<file path="config.mk">
export PLATFORM = sky130hd
export DESIGN_NAME = fct_plane_eval
export DESIGN_NICKNAME = d
export VERILOG_FILES = /design/src/rtl/fct_pkg.sv /design/src/rtl/fct_plane_eval.sv
export SDC_FILE = /design/constraint.sdc
export NUM_CORES = 2
export LEC_CHECK = 0
export ABC_CLOCK_PERIOD_IN_PS = 12200
export BUFFER_PORTS_ARGS = -buffer_cell sky130_fd_sc_hd__buf_2
export CAP_MARGIN = 5
export CORE_ASPECT_RATIO = 0.5
export CORE_MARGIN = 3
export CORE_UTILIZATION = 60
export DETAILED_ROUTE_END_ITERATION = 8
export HOLD_SLACK_MARGIN = 0.08
export PLACE_DENSITY = 0.76
export SYNTH_ARGS = -nofsm -noshare
export SYNTH_HDL_FRONTEND = slang
export SYNTH_SLANG_ARGS = --single-unit
export TNS_END_PERCENT = 30
</file>
<file path="constraint.sdc">
create_clock -name clock -period 12.2 [get_ports clock]
set_input_delay 1.83 -clock clock [delete_from_list [all_inputs] [get_ports clock]]
set_output_delay 1.83 -clock clock [all_outputs]
set_load 0.05 [all_outputs]
</file>
<file path="src/rtl/fct_pkg.sv">
// ----------------------------------------------------------------------------
// Frustum containment test package
// Types and fixed widths shared by the frustum test modules.
// ----------------------------------------------------------------------------
package fct_pkg;

   localparam int PLANE_REGS = 6;   // plane registers in the CSR space
   localparam int CSR_IDX_W  = 3;
   localparam int PLANE_W    = 64;
   localparam int COEF_W     = 16;
   localparam int POS_W      = 16;
   localparam int EXT_W      = 15;
   localparam int MAG_W      = COEF_W + 1;
   localparam int PROD_W     = 32;
   localparam int SUM_W      = 36;
   // Q2.14 times Q12.4 has 18 fraction bits; Q12.4 terms are shifted up by this.
   localparam int FRAC_ALIGN = 14;

   typedef enum logic [1:0] {
      OP_POINT  = 2'd0,
      OP_CUBE   = 2'd1,
      OP_BOX    = 2'd2,
      OP_SPHERE = 2'd3
   } fct_op_type;

   typedef struct packed {
      fct_op_type              op;
      logic signed [POS_W-1:0] pos_x;
      logic signed [POS_W-1:0] pos_y;
      logic signed [POS_W-1:0] pos_z;
      logic [EXT_W-1:0]        ext_x;
      logic [EXT_W-1:0]        ext_y;
      logic [EXT_W-1:0]        ext_z;
   } fct_query_type;

   // Load enables of the per-plane pipeline stages.
   typedef struct packed {
      logic en_b;
      logic en_c;
      logic en_d;
   } fct_ctl_type;

endpackage

</file>
<file path="src/rtl/fct_plane_eval.sv">
// ----------------------------------------------------------------------------
// Frustum plane evaluator
// Three-stage datapath that decides whether a query lies wholly behind one
// plane: products, partial sums, then the sign of the total.
// ----------------------------------------------------------------------------
module fct_plane_eval
   import fct_pkg::*;
(
   input  logic                 clock,
   input  fct_ctl_type          ctl,
   input  logic [PLANE_W-1:0]   plane,
   input  fct_query_type        query,
   output logic                 fail
);

   logic signed [COEF_W-1:0] coef_a, coef_b, coef_c, coef_d;
   logic signed [MAG_W-1:0]  sx_a, sx_b, sx_c;
   logic [MAG_W-1:0]         mag_a, mag_b, mag_c;

   logic signed [PROD_W-1:0] pa_ff, pb_ff, pc_ff, pa_in, pb_in, pc_in;
   logic [PROD_W-1:0]        qa_ff, qb_ff, qc_ff, qa_in, qb_in, qc_in;
   logic signed [COEF_W-1:0] d_ff;

   logic signed [SUM_W-1:0]  base_ff, base_in;
   logic [SUM_W-1:0]         slack_ff, slack_in;
   logic signed [SUM_W-1:0]  total;
   logic                     fail_ff;

   assign coef_a = plane[15:0];
   assign coef_b = plane[31:16];
   assign coef_c = plane[47:32];
   assign coef_d = plane[63:48];

   assign sx_a  = MAG_W'(coef_a);
   assign sx_b  = MAG_W'(coef_b);
   assign sx_c  = MAG_W'(coef_c);
   assign mag_a = sx_a[MAG_W-1] ? MAG_W'(-sx_a) : MAG_W'(sx_a);
   assign mag_b = sx_b[MAG_W-1] ? MAG_W'(-sx_b) : MAG_W'(sx_b);
   assign mag_c = sx_c[MAG_W-1] ? MAG_W'(-sx_c) : MAG_W'(sx_c);

   // The farthest corner along the normal adds |a|*ex + |b|*ey + |c|*ez to the
   // center value, so a box is outside only if that maximum stays negative.
   always_comb begin
      pa_in = PROD_W'(coef_a) * PROD_W'(query.pos_x);
      pb_in = PROD_W'(coef_b) * PROD_W'(query.pos_y);
      pc_in = PROD_W'(coef_c) * PROD_W'(query.pos_z);
      qa_in = '0;
      qb_in = '0;
      qc_in = '0;
      case (query.op)
         OP_CUBE, OP_BOX: begin
            qa_in = PROD_W'(mag_a) * PROD_W'(query.ext_x);
            qb_in = PROD_W'(mag_b) * PROD_W'(query.ext_y);
            qc_in = PROD_W'(mag_c) * PROD_W'(query.ext_z);
         end
         OP_SPHERE: begin
            qa_in = PROD_W'(query.ext_x) << FRAC_ALIGN;
         end
         default: begin
         end
      endcase
   end

   assign base_in  = SUM_W'(pa_ff) + SUM_W'(pb_ff) + SUM_W'(pc_ff)
                   + (SUM_W'(d_ff) <<< FRAC_ALIGN);
   assign slack_in = SUM_W'(qa_ff) + SUM_W'(qb_ff) + SUM_W'(qc_ff);
   assign total    = base_ff + $signed(slack_ff);

   always_ff @(posedge clock) begin
      if (ctl.en_b) begin
         pa_ff <= pa_in;
         pb_ff <= pb_in;
         pc_ff <= pc_in;
         qa_ff <= qa_in;
         qb_ff <= qb_in;
         qc_ff <= qc_in;
         d_ff  <= coef_d;
      end
      if (ctl.en_c) begin
         base_ff  <= base_in;
         slack_ff <= slack_in;
      end
      if (ctl.en_d) begin
         fail_ff <= total[SUM_W-1];
      end
   end

   assign fail = fail_ff;

endmodule

</file>
==> tab_implementation.tex <==
\begin{tabular}{lr}
\hline
Metric & Value \\
\hline
\multicolumn{2}{l}{\textbf{Die}} \\
Cell Rows & 87 \\
Die width & 485 µm \\
Core region area & 113000 µm² \\
Die Area & 119000 µm² \\
Effective utilization at floorplan & between 60\% and 70\% \\
Y dimension of the die & 246 µm \\
Top-Level Pins & approximately 160 \\
\multicolumn{2}{l}{\textbf{Yosys}} \\
Synthesized instance count & between 7k and 8k \\
Yosys warning count & 0 \\
Flop and latch count out of synthesis & roughly 280 \\
Netlist Area Pre-Place & 69000 µm² \\
Number of flops mapped to enable cells by yosys & approximately 280 \\
Most used DFF post-synth & edfxtp\_1 \\
Sequential fraction of the synthesis area & 12.1\% \\
Count of cell types in the netlist & 89 \\
Fraction of synthesis flops using an asynchronous set or reset pin & 0\% \\
Avg Inst Size Synth & around 9.7 µm² \\
\multicolumn{2}{l}{\textbf{Timing}} \\
Fin Setup TNS & 0 ns \\
Final Hold Violating Endpoints & 0 \\
Clock period minus worst slack & around 9.4 ns \\
Relative max-transition margin & between 20\% and 30\% \\
Number of max-slew violations in the final report & 0 \\
Slack of the critical path & between 2 and 3 ns \\
Worst clock skew on the final layout & 0.0382 ns \\
Maximum clock rate & $\sim$0.11 GHz \\
Setup repair after global routing missed its margin & no \\
Share of the cycle needed by the critical path after routing & around three quarters \\
Measured slew at the worst slew-check pin & 1.10 ns \\
Setup-violating endpoint count in the final report & 0 \\
\multicolumn{2}{l}{\textbf{Clock network}} \\
CTS Hold Bufs & 0 \\
H-tree Lvls & 1 \\
Buffers inserted by post-CTS timing repair & 0 \\
Count of instances resized after the clock tree is built & 0 \\
Max Root-Sink Buffers & 3 \\
Insertion delay to the later sink of the worst-skew pair & between 0.5 and 0.6 ns \\
TritonCTS clock tree & built \\
Sinks on the clock net & approximately 280 \\
Cell at the root of the clock tree & clkbuf\_16 \\
Clk pin slew, worst setup/hold paths & approximately 0.070 ns \\
Number of clock buffers inserted by TritonCTS & 27 \\
\multicolumn{2}{l}{\textbf{Placement}} \\
HPWL after detailed placement & between 100000 and 150000 µm \\
Port Buffer Count & 163 \\
Placer congestion estimate & around 0.95 \\
Worst slack after detailed placement & between 2 and 2.5 ns \\
\multicolumn{2}{l}{\textbf{Critical path}} \\
Critical path arrival & just under 10 ns \\
Crit path required time & around 12 ns \\
CP Launch Type & primary input \\
Critical path buffer and inverter count & 6 \\
Most prevalent standard cell on the critical path & fa\_1 \\
Crit path max-delay cell type & fa\_1 \\
Maximum fanout count along the critical path & 32 \\
Delay of the slowest cell on the worst path & 0.54 ns \\
Critical Setup Path Class & in -> reg \\
Kind of end point of the critical path & flop \\
Cell family contributing the most delay on the critical path & adder cells \\
\multicolumn{2}{l}{\textbf{Final layout}} \\
Number of filler instances in the final layout & $\sim$9k \\
Sequential cell area in the final layout & $\sim$8300 µm² \\
Multi-input gate area in the final layout & 53900 µm² \\
Total Nets Final & 9418 \\
Fraction of layout instances using a drive strength above 1 & under 10\% \\
Area added between synthesis and finish & 4.58\% \\
\multicolumn{2}{l}{\textbf{Drt}} \\
Met2 wire len & 74400 µm \\
Detail Route met3 WL & 16600 µm \\
Residual antenna-violating net count after detailed routing & 0 \\
Remaining routing DRC violations & 0 \\
Metal-1 WL & 67200 µm \\
Average detailed-routed wire length per instance & 18.7 µm \\
Via density per instance & approximately 5.5 \\
Top sig layer & met5 \\
Drt pass-1 iters & 5 \\
Violation count after the first detailed-route iteration & $\sim$3.2k \\
Routed via count & approximately 48k \\
Total routed wirelength & $\sim$160000 µm \\
\multicolumn{2}{l}{\textbf{Global route}} \\
Gr ovfl total & 0 \\
Global-route total usage across every layer & between 20\% and 30\% \\
Wire length of the first global-routing pass & between 200000 and 300000 µm \\
Maximum number of pins on one net before global-route repair & 84 \\
Number of global-route vias before repair & a little over 50k \\
Number of antenna violations at the first check in global routing & 17 \\
\multicolumn{2}{l}{\textbf{Status}} \\
Outcome & complete, no violations \\
\multicolumn{2}{l}{\textbf{Run}} \\
Max cap viols & 0 \\
\multicolumn{2}{l}{\textbf{Worst hold path}} \\
Class of the most critical hold timing path & reg -> reg \\
\hline
\end{tabular}
## path summary, 6_finish.rpt
path / slack (ns) / from / cells after the start / endpoint
worst max register to register: 7.78 / qa_ff[1] / 14 / slack_ff[29]
worst min-delay path: 0.77 / pb_ff[1] / 2 / base_ff[1]
worst min register to register: 0.77 / pb_ff[1] / 2 / base_ff[1]
worst max-delay path: 2.81 / plane[0] / 29 / qa_ff[30]
## layout by cell type (no fill, tap or decap), types with 45 or more instances in the layout
master	count
inv_1	1588
fa_1	1450
nand2_1	865
and2_1	701
ha_1	648
edfxtp_1	278
a21oi_1	193
xnor2_1	188
nor2_1	177
buf_2	162
o21ai_0	114
a21o_1	104
xor2_1	74
nand2b_1	74
conb_1	45
## Yosys cell counts, types with 12 or more instances
master	number	area, µm²
o21a_1	37	278
nand4_1	15	93.8
fa_1	1450	29000
buf_1	12	45.0
a21o_1	104	781
and3_1	19	119
a31oi_1	19	119
o21bai_1	33	248
a211oi_1	19	143
inv_1	1588	5960
nand3_1	23	115
a21oi_1	193	966
or3_1	12	75.1
nor3_1	32	160
nor2b_1	23	144
nor2_1	177	664
edfxtp_1	278	8350
o21ai_0	117	586
o31ai_1	17	128
nand2_1	865	3250
xnor2_1	193	1690
nand2b_1	74	463
and2_1	701	4390
clkbuf_1	236	886
xor2_1	74	648
ha_1	648	8110
## registers in the layout, indices dropped and copies added, names as in the netlist
| name | cells |
|---|---|
| slack_ff | 34 |
| qb_ff | 32 |
| pa_ff | 32 |
| d_ff | 16 |
| pb_ff | 32 |
| base_ff | 35 |
| fail | 1 |
| pc_ff | 32 |
| qc_ff | 32 |
| qa_ff | 32 |
## worst reg2reg max path, cell delays in order, from the launching register on
cell and delay [ns]:
edfxtp_1 0.49, fa_1 0.59, ha_1 0.21, inv_1 0.08, fa_1 0.47, nor2b_1 0.14
o21ai_0 0.10, a21boi_0 0.32, o31ai_1 0.17, a21oi_1 0.23, o21ai_1 0.13, a31oi_1 0.51
a41o_1 0.26, a21oi_1 0.07, xnor2_1 0.42
## metrics by stage
stage | cell area, µm² | utilization, % | hold slack [ns] | cells
3_3_place_gp | 71200 | 62.8 | 0.720 | 8639
4_1_cts | 72100 | 63.6 | 0.778 | 8688
6_report | 72100 | 63.6 | 0.773 | 8698
5_1_grt | 72100 | 63.6 | 0.813 | 8695
2_1_floorplan | 69100 | - | 0.680 | 7177
3_5_place_dp | 71200 | 62.8 | 0.760 | 8639
## kinds of logic after synthesis
logic type,Yosys count,synth area share [%]
xor gates and xnor gates,267,3.39
other,2,0.0109
and+or+nand+nor,1993,14.4
AOI/OAI and AO/OA,652,6.19
buffers and inverters,1844,10.1
adders and majority gates,2098,53.9
DFF,278,12.1
## per-layer routing
layer / up-vias / GRT usage [%]
met1: 24400 / 38.6
met4: 16 / 7.50
met3: 269 / 8.32
li1: 21600 / -
met5: - / 0
met2: 1615 / 45.1
## layout make-up
type	instances	area share [%]
Antenna cell	8	0.0278
Tap cell	1513	2.63
Clock inverter	20	0.278
Clock buffer	29	0.947
Inverter	1589	8.27
Sequential cell	278	11.6
Multi-Input combinational cell	5055	74.7
Timing Repair Buffer	206	1.59
Power is left out: the tool's default activity adds up to more than one toggle a clock period on the data nets, which glitch-free logic cannot reach.
